**src/rtl/core/crmb_pkg.sv**
```systemverilog
`default_nettype none
package crmb_pkg;

  // Fixed-point layout.
  localparam int unsigned FREQ_FRAC_BITS = 24;
  localparam int unsigned RATE_FRAC_BITS = 16;
  localparam int unsigned SCL_FRAC       = 32;
  localparam int unsigned OUT_FRAC       = 16;
  localparam int unsigned DIV_POW        = FREQ_FRAC_BITS + SCL_FRAC;
  localparam int unsigned READ_SHIFT     = FREQ_FRAC_BITS + SCL_FRAC - OUT_FRAC;
  localparam int unsigned OUT_SHIFT      = SCL_FRAC - OUT_FRAC;
  localparam int unsigned NCOD           = 61;
  localparam logic [47:0] SAT48          = 48'hFFFF_FFFF_FFFF;

  // Register indexes of the configuration port.
  localparam logic [1:0] REG_KAPPA = 2'd0;
  localparam logic [1:0] REG_OMEGA = 2'd1;

  typedef enum logic [1:0] {
    OP_LOAD    = 2'd0,
    OP_COMPUTE = 2'd1,
    OP_READ    = 2'd2,
    OP_NONE    = 2'd3
  } crmb_op_e;

  typedef enum logic [1:0] {
    ST_OK        = 2'd0,
    ST_RANGE     = 2'd1,
    ST_STALE     = 2'd2,
    ST_ZERO_NORM = 2'd3
  } crmb_status_e;

  // Second operand of the shared multiplier; it also fixes the result shift.
  typedef enum logic [1:0] {
    B_KAPPA = 2'd0,
    B_OMEGA = 2'd1,
    B_SUM   = 2'd2,
    B_SCALE = 2'd3
  } crmb_bsel_e;

  typedef enum logic [1:0] {
    E_ZERO  = 2'd0,
    E_SCALE = 2'd1,
    E_ENTRY = 2'd2
  } crmb_emit_e;

  typedef enum logic [4:0] {
    S_IDLE, S_DISPATCH, S_ROW, S_NB, S_NBRD, S_FRD, S_MK, S_MKW, S_MO, S_MOW,
    S_POST, S_REND, S_RF, S_MD, S_MDW, S_DCHK, S_DIVW, S_CEND, S_RS, S_MS,
    S_MSW, S_REMIT
  } crmb_state_e;

  typedef struct packed {
    logic [1:0]  opcode;
    logic [5:0]  row;
    logic [5:0]  col;
    logic [24:0] frequency;
  } crmb_in_t;

  typedef struct packed {
    logic signed [31:0] value;
    logic               saturated;
    logic [1:0]         status;
  } crmb_out_t;

  typedef struct packed {
    logic         capture;
    logic         load_wr;
    logic         norm_clr;
    logic         row_clr;
    logic         sum_clr;
    logic         nb_next;
    logic         col_from_cand;
    logic         frd;
    logic         frd_row;
    logic         r_from_frd;
    logic         rs_wr;
    logic         rs_rd;
    logic         r_from_rs;
    logic         r_clr;
    logic         mul_start;
    crmb_bsel_e   bsel;
    logic         r_from_mul;
    logic         sum_acc;
    logic         d_acc;
    logic         row_next;
    logic         div_start;
    logic         scale_from_div;
    logic         scale_zero;
    logic         emit;
    crmb_emit_e   emit_sel;
    crmb_status_e status;
  } crmb_cmd_t;

  typedef struct packed {
    crmb_op_e op;
    logic     row_bad;
    logic     col_bad;
    logic     cand_stop;
    logic     nb_last;
    logic     row_last;
    logic     trans;
    logic     nonsyn;
    logic     neighbor;
    logic     diag;
    logic     mul_done;
    logic     div_done;
    logic     d_zero;
    logic     normalized;
  } crmb_stat_t;

  // Amino acid class of each sense codon, codons in alphabetical order.
  localparam logic [4:0] AMINO [NCOD] = '{
    5'd8, 5'd11, 5'd8, 5'd11, 5'd16, 5'd16, 5'd16, 5'd16,
    5'd14, 5'd15, 5'd14, 5'd15, 5'd7, 5'd7, 5'd10, 5'd7,
    5'd13, 5'd6, 5'd13, 5'd6, 5'd12, 5'd12, 5'd12, 5'd12,
    5'd14, 5'd14, 5'd14, 5'd14, 5'd9, 5'd9, 5'd9, 5'd9,
    5'd3, 5'd2, 5'd3, 5'd2, 5'd0, 5'd0, 5'd0, 5'd0,
    5'd5, 5'd5, 5'd5, 5'd5, 5'd17, 5'd17, 5'd17, 5'd17,
    5'd19, 5'd19, 5'd15, 5'd15, 5'd15, 5'd15, 5'd1, 5'd18,
    5'd1, 5'd9, 5'd4, 5'd9, 5'd4
  };

  // Sense codon number to its three-base code, two bits a base.
  function automatic logic [5:0] codon_code(input logic [5:0] idx);
    logic [5:0] c;
    if (idx < 6'd48) begin
      c = idx;
    end else if (idx == 6'd48) begin
      c = 6'd49;
    end else if (idx < 6'd54) begin
      c = idx + 6'd2;
    end else begin
      c = idx + 6'd3;
    end
    return c;
  endfunction

  // Three-base code of a sense codon back to its number.
  function automatic logic [5:0] code_to_idx(input logic [5:0] c);
    logic [5:0] idx;
    if (c < 6'd48) begin
      idx = c;
    end else if (c < 6'd50) begin
      idx = c - 6'd1;
    end else if (c < 6'd56) begin
      idx = c - 6'd2;
    end else begin
      idx = c - 6'd3;
    end
    return idx;
  endfunction

  function automatic logic is_stop(input logic [5:0] c);
    return (c == 6'd48) || (c == 6'd50) || (c == 6'd56);
  endfunction

endpackage
`default_nettype wire

```
**src/rtl/core/crmb_ctrl.sv**
```systemverilog
`default_nettype none
// Sequencer for load, compute and read items.
module crmb_ctrl (
  input  wire logic                 clk_i,
  input  wire logic                 rst_ni,
  input  wire logic                 start_i,
  input  wire crmb_pkg::crmb_stat_t stat_i,
  output crmb_pkg::crmb_cmd_t       cmd_o,
  output logic                      busy_o
);

  crmb_pkg::crmb_state_e state_q, state_d;
  logic compute;

  assign compute = stat_i.op == crmb_pkg::OP_COMPUTE;
  assign busy_o  = state_q != crmb_pkg::S_IDLE;

  always_ff @(posedge clk_i or negedge rst_ni) begin
    if (!rst_ni) begin
      state_q <= crmb_pkg::S_IDLE;
    end else begin
      state_q <= state_d;
    end
  end

  always_comb begin
    state_d = state_q;
    cmd_o   = '0;
    unique case (state_q)
      crmb_pkg::S_IDLE: begin
        if (start_i) begin
          cmd_o.capture = 1'b1;
          state_d       = crmb_pkg::S_DISPATCH;
        end
      end
      crmb_pkg::S_DISPATCH: begin
        unique case (stat_i.op)
          crmb_pkg::OP_LOAD: begin
            cmd_o.emit = 1'b1;
            state_d    = crmb_pkg::S_IDLE;
            if (stat_i.row_bad) begin
              cmd_o.status = crmb_pkg::ST_RANGE;
            end else begin
              cmd_o.load_wr  = 1'b1;
              cmd_o.norm_clr = 1'b1;
            end
          end
          crmb_pkg::OP_COMPUTE: begin
            cmd_o.row_clr = 1'b1;
            state_d       = crmb_pkg::S_ROW;
          end
          crmb_pkg::OP_READ: begin
            if (stat_i.row_bad || stat_i.col_bad) begin
              cmd_o.emit   = 1'b1;
              cmd_o.status = crmb_pkg::ST_RANGE;
              state_d      = crmb_pkg::S_IDLE;
            end else if (!stat_i.normalized) begin
              cmd_o.emit   = 1'b1;
              cmd_o.status = crmb_pkg::ST_STALE;
              state_d      = crmb_pkg::S_IDLE;
            end else if (stat_i.diag) begin
              cmd_o.rs_rd = 1'b1;
              state_d     = crmb_pkg::S_RS;
            end else if (stat_i.neighbor) begin
              cmd_o.frd = 1'b1;
              state_d   = crmb_pkg::S_FRD;
            end else begin
              cmd_o.r_clr = 1'b1;
              state_d     = crmb_pkg::S_MS;
            end
          end
          default: begin
            cmd_o.emit   = 1'b1;
            cmd_o.status = crmb_pkg::ST_RANGE;
            state_d      = crmb_pkg::S_IDLE;
          end
        endcase
      end
      crmb_pkg::S_ROW: begin
        cmd_o.sum_clr = 1'b1;
        state_d       = crmb_pkg::S_NB;
      end
      crmb_pkg::S_NB: begin
        if (stat_i.cand_stop) begin
          if (stat_i.nb_last) begin
            state_d = crmb_pkg::S_REND;
          end else begin
            cmd_o.nb_next = 1'b1;
          end
        end else begin
          cmd_o.col_from_cand = 1'b1;
          state_d             = crmb_pkg::S_NBRD;
        end
      end
      crmb_pkg::S_NBRD: begin
        cmd_o.frd = 1'b1;
        state_d   = crmb_pkg::S_FRD;
      end
      crmb_pkg::S_FRD: begin
        cmd_o.r_from_frd = 1'b1;
        if (stat_i.trans) begin
          state_d = crmb_pkg::S_MK;
        end else if (stat_i.nonsyn) begin
          state_d = crmb_pkg::S_MO;
        end else begin
          state_d = crmb_pkg::S_POST;
        end
      end
      crmb_pkg::S_MK: begin
        cmd_o.mul_start = 1'b1;
        cmd_o.bsel      = crmb_pkg::B_KAPPA;
        state_d         = crmb_pkg::S_MKW;
      end
      crmb_pkg::S_MKW: begin
        if (stat_i.mul_done) begin
          cmd_o.r_from_mul = 1'b1;
          state_d          = stat_i.nonsyn ? crmb_pkg::S_MO : crmb_pkg::S_POST;
        end
      end
      crmb_pkg::S_MO: begin
        cmd_o.mul_start = 1'b1;
        cmd_o.bsel      = crmb_pkg::B_OMEGA;
        state_d         = crmb_pkg::S_MOW;
      end
      crmb_pkg::S_MOW: begin
        if (stat_i.mul_done) begin
          cmd_o.r_from_mul = 1'b1;
          state_d          = crmb_pkg::S_POST;
        end
      end
      crmb_pkg::S_POST: begin
        if (compute) begin
          cmd_o.sum_acc = 1'b1;
          if (stat_i.nb_last) begin
            state_d = crmb_pkg::S_REND;
          end else begin
            cmd_o.nb_next = 1'b1;
            state_d       = crmb_pkg::S_NB;
          end
        end else begin
          state_d = crmb_pkg::S_MS;
        end
      end
      crmb_pkg::S_REND: begin
        cmd_o.rs_wr   = 1'b1;
        cmd_o.frd     = 1'b1;
        cmd_o.frd_row = 1'b1;
        state_d       = crmb_pkg::S_RF;
      end
      crmb_pkg::S_RF: begin
        cmd_o.r_from_frd = 1'b1;
        state_d          = crmb_pkg::S_MD;
      end
      crmb_pkg::S_MD: begin
        cmd_o.mul_start = 1'b1;
        cmd_o.bsel      = crmb_pkg::B_SUM;
        state_d         = crmb_pkg::S_MDW;
      end
      crmb_pkg::S_MDW: begin
        cmd_o.bsel = crmb_pkg::B_SUM;
        if (stat_i.mul_done) begin
          cmd_o.d_acc = 1'b1;
          if (stat_i.row_last) begin
            state_d = crmb_pkg::S_DCHK;
          end else begin
            cmd_o.row_next = 1'b1;
            state_d        = crmb_pkg::S_ROW;
          end
        end
      end
      crmb_pkg::S_DCHK: begin
        if (stat_i.d_zero) begin
          cmd_o.scale_zero = 1'b1;
          cmd_o.emit       = 1'b1;
          cmd_o.status     = crmb_pkg::ST_ZERO_NORM;
          state_d          = crmb_pkg::S_IDLE;
        end else begin
          cmd_o.div_start = 1'b1;
          state_d         = crmb_pkg::S_DIVW;
        end
      end
      crmb_pkg::S_DIVW: begin
        if (stat_i.div_done) begin
          cmd_o.scale_from_div = 1'b1;
          state_d              = crmb_pkg::S_CEND;
        end
      end
      crmb_pkg::S_CEND: begin
        cmd_o.emit     = 1'b1;
        cmd_o.emit_sel = crmb_pkg::E_SCALE;
        state_d        = crmb_pkg::S_IDLE;
      end
      crmb_pkg::S_RS: begin
        cmd_o.r_from_rs = 1'b1;
        state_d         = crmb_pkg::S_MS;
      end
      crmb_pkg::S_MS: begin
        cmd_o.mul_start = 1'b1;
        cmd_o.bsel      = crmb_pkg::B_SCALE;
        state_d         = crmb_pkg::S_MSW;
      end
      crmb_pkg::S_MSW: begin
        cmd_o.bsel = crmb_pkg::B_SCALE;
        if (stat_i.mul_done) begin
          cmd_o.r_from_mul = 1'b1;
          state_d          = crmb_pkg::S_REMIT;
        end
      end
      crmb_pkg::S_REMIT: begin
        cmd_o.emit     = 1'b1;
        cmd_o.emit_sel = crmb_pkg::E_ENTRY;
        state_d        = crmb_pkg::S_IDLE;
      end
      default: begin
        state_d = crmb_pkg::S_IDLE;
      end
    endcase
  end

endmodule
`default_nettype wire

```
**config.mk**
```make
export PLATFORM = sky130hd
export DESIGN_NAME = crmb_ctrl
export DESIGN_NICKNAME = d
export VERILOG_FILES = /design/src/rtl/core/crmb_pkg.sv /design/src/rtl/core/crmb_ctrl.sv
export SDC_FILE = /design/constraint.sdc
export NUM_CORES = 1
export LEC_CHECK = 0
export ABC_CLOCK_PERIOD_IN_PS = 1600
export BUFFER_PORTS_ARGS = -buffer_cell sky130_fd_sc_hd__buf_4
export CAP_MARGIN = 20
export CORE_AREA = 2 2 56 58
export DETAILED_ROUTE_END_ITERATION = 8
export DIE_AREA = 0 0 58 60
export GPL_ROUTABILITY_DRIVEN = 0
export GPL_TIMING_DRIVEN = 0
export PLACE_DENSITY = 0.79
export SKIP_CTS_REPAIR_TIMING = 1
export SYNTH_ARGS = -nofsm -noshare
export SYNTH_HDL_FRONTEND = slang
export SYNTH_SLANG_ARGS = --single-unit
```
**constraint.sdc**
```tcl
create_clock -name clk_i -period 1.6 [get_ports clk_i]
set_input_delay 0.32 -clock clk_i [delete_from_list [all_inputs] [get_ports clk_i]]
set_output_delay 0.32 -clock clk_i [all_outputs]
set_load 0.05 [all_outputs]
```
==> results.json <==
{
  "outcome": "complete, but fails checks",
  "violations": "setup timing",
  "synth_area_sq_um": 1120,
  "cellPowerDensity_nw_per_um2": 2177,
  "yosys.area.top_type_share": 0.1117,
  "hold_viol": 0,
  "relSlewSlack": 0.4620,
  "htree_levels": 1,
  "setup_viol": 35,
  "netlist-cell-type-count": 52,
  "hp-class": "in -> reg",
  "grt_start_max_net_pins": 11,
  "fin_crit_sh": 1.372,
  "drc_errors": 0,
  "p_leak_nw": 1.224,
  "largest-register": "state_q",
  "slew_violations": 0,
  "grt_overflow": 0,
  "dieArea_sq_um": 3480,
  "clkTransAtPathRegs_ns": 0.06,
  "worstSetupPathType": "reg -> reg",
  "p_clk_frac": 0.029,
  "dp_cells": 243,
  "clockRootBuffer": "clkbuf_4",
  "cp.arrival_ns": 2.35,
  "synth-seq-cells": 5,
  "cts_sinks": 5,
  "n_antenna_cell": 0,
  "antenna_left": 0,
  "initial_utilization": 0.3858,
  "nNetsFinal": 283,
  "ys_seq_area_frac": 0.1117,
  "portBuffers": 47,
  "synth_ff_type": "dfrtp_1",
  "routed_via_density": 7.017,
  "dp_hpwl_um": 3316,
  "cts_inserted_buffers": 3,
  "fin_ws_ns": -0.5951,
  "pwr-share-comb": 0.926,
  "die_h_um": 60,
  "first_pass_iters": 5,
  "syn_nets": 185,
  "largest_reg_flops": 5,
  "antenna_found_initial": 0,
  "grt_pass1_wl_um": 6879,
  "p_int_w": 0.002814,
  "io_pins": 48,
  "min_period_ns": 2.195,
  "stdcell_count": 293,
  "synthCells": 163,
  "nFillCells": 57,
  "largest_registers": "state_q: 5 flops",
  "yosysWarningCount": 0,
  "core_sq_um": 2903,
  "vias": 2056,
  "grt_setup_unrepaired": "true",
  "syn_avg_cell_area_sq_um": 6.870,
  "fp.dieW_um": 58,
  "fmax_mhz": 455.6,
  "drv_cap": 0,
  "cts_buffer_depth": 2,
  "skew_ns": 0.01022,
  "p_sw_w": 0.003280,
  "crit_required_ns": 1.75,
  "pwr-share-seq": 0.045,
  "grt_pass1_vias": 1448,
  "worst-path-max-fanout": 6,
  "synthArstFlopShare": 1.000,
  "worst_pin_slew_ns": 0.8052,
  "drive_above_1_share": 0.6962,
  "drt_iter0_markers": 158,
  "ir_worst_vdd_uv": 2637,
  "routed_wirelength_um": 8191,
  "synthTopCellsByArea": "dfrtp_1, nor2_1, nand2_1",
  "place_ws_ns": -0.5245,
  "synthToLayoutAreaGrowth_pct": 149.9,
  "cts_tree": "built",
  "start_kind": "register",
  "clkLatencyLatePin_ns": 0.27,
  "grtUsageTotal": 0.2541,
  "worstSetupEndpointType": "register",
  "num_rows": 20,
  "synth_largest_area_cell": "dfrtp_1",
  "synth_enable_flop_cells": 0,
  "wl_per_cell_um": 27.96,
  "p_sw_frac": 0.5382
}
cells in the final DEF, fill, tap and decap left out, types with 4 or more instances in the layout:
cell type / instances
buf_12: 9
buf_4: 44
buf_6: 38
buf_8: 14
dfrtp_1: 4
inv_1: 6
nand2_1: 8
nand2_4: 5
nand3_1: 4
nor2_1: 8
nor2_2: 4
nor2_4: 7
nor2b_1: 5
nor3_4: 6
nor4_4: 5
cell usage after synthesis (3+ instances only):
| cell | n |
|---|---|
| nor2_1 | 18 |
| nand2_1 | 16 |
| inv_1 | 9 |
| nor3_1 | 9 |
| o21ai_0 | 8 |
| buf_2 | 7 |
| nor2b_1 | 7 |
| a21oi_1 | 6 |
| nand2b_1 | 6 |
| dfrtp_1 | 5 |
| nand3_1 | 5 |
| nor4_1 | 5 |
| ha_1 | 4 |
| nor3b_1 | 4 |
| o22ai_1 | 4 |
| buf_6 | 3 |
| o22a_1 | 3 |
power by group through the flow:
stage	Combinational [W]	Sequential, W	Clock, W
global route	0.00575	0.000273	0.000179
global placement	0.00323	0.000238	0
finish	0.00564	0.000274	0.000176
floorplan	0.00258	0.000231	0
CTS	0.00328	0.000238	0.000155
detailed placement	0.00327	0.000240	0
cells by family after synthesis:
family | count (synthesis) | synth area share
XOR/XNOR | 1 | 0.007823
buffers and inverters | 24 | 0.1151
AND/OR/NAND/NOR | 85 | 0.4168
adder cells (fa/ha/maj) | 4 | 0.04469
multiplexers | 1 | 0.008939
AO/OA/AOI/OAI | 43 | 0.2950
flip-flops | 5 | 0.1117
worst max-delay path, cell delays in order, from the launching register on:
cell and delay, ns:
dfrtp_1 0.41, buf_6 0.15, nor3b_4 0.14, buf_6 0.15
buf_6 0.12, a32o_2 0.28, a311oi_4 0.42, o211ai_1 0.20
o22a_1 0.22
routing by layer:
layer	routed length, um	GRT usage
met1	2655	0.3120
met5	0	0
met3	945	0.02597
met2	3893	0.4610
met4	696	0.08638
final cells by class:
| cell class | instances | area (sq um) | share of cell area |
|---|---|---|---|
| inverters | 9 | 41.29 | 0.01475 |
| well taps | 33 | 41.29 | 0.01475 |
| repair buffers | 92 | 925.9 | 0.3308 |
| flip-flops and latches | 5 | 126.4 | 0.04515 |
| multi-input cells | 135 | 1400 | 0.5002 |
| plain buffers | 15 | 237.7 | 0.08494 |
| clock buffers | 4 | 26.28 | 0.009388 |
stage by stage:
stage | instance area, sq um | total power (W) | utilization | hold slack (ns) | setup TNS [ns]
6_report | 2799 | 0.006095 | 0.9642 | 0.4400 | -13.89
5_1_grt | 2799 | 0.006205 | 0.9642 | 0.4397 | -14.16
4_1_cts | 1874 | 0.003674 | 0.6457 | -0.1452 | -14.43
3_5_place_dp | 1848 | 0.003513 | 0.6366 | 0.1238 | -6.629
3_3_place_gp | 1848 | 0.003472 | 0.6366 | 0.1199 | -5.956
2_1_floorplan | 1454 | 0.002812 | - | 0.02441 | -4.411
path summary, 6_finish.rpt:
path | startpoint | end | slack, ns | depth (start not counted)
worst min-delay path | stat_i[4] | state_q[0] | 0.44 | 3
worst min register to register | state_q[0] | state_q[0] | 0.87 | 3
max in group asynchronous | rst_ni | state_q[0] | 0.99 | 2
worst max register to register | state_q[0] | state_q[3] | -0.60 | 8
worst max-delay path | state_q[0] | state_q[3] | -0.60 | 8
min in group asynchronous | rst_ni | state_q[4] | 0.49 | 2
(Power assumes the default switching activity.)
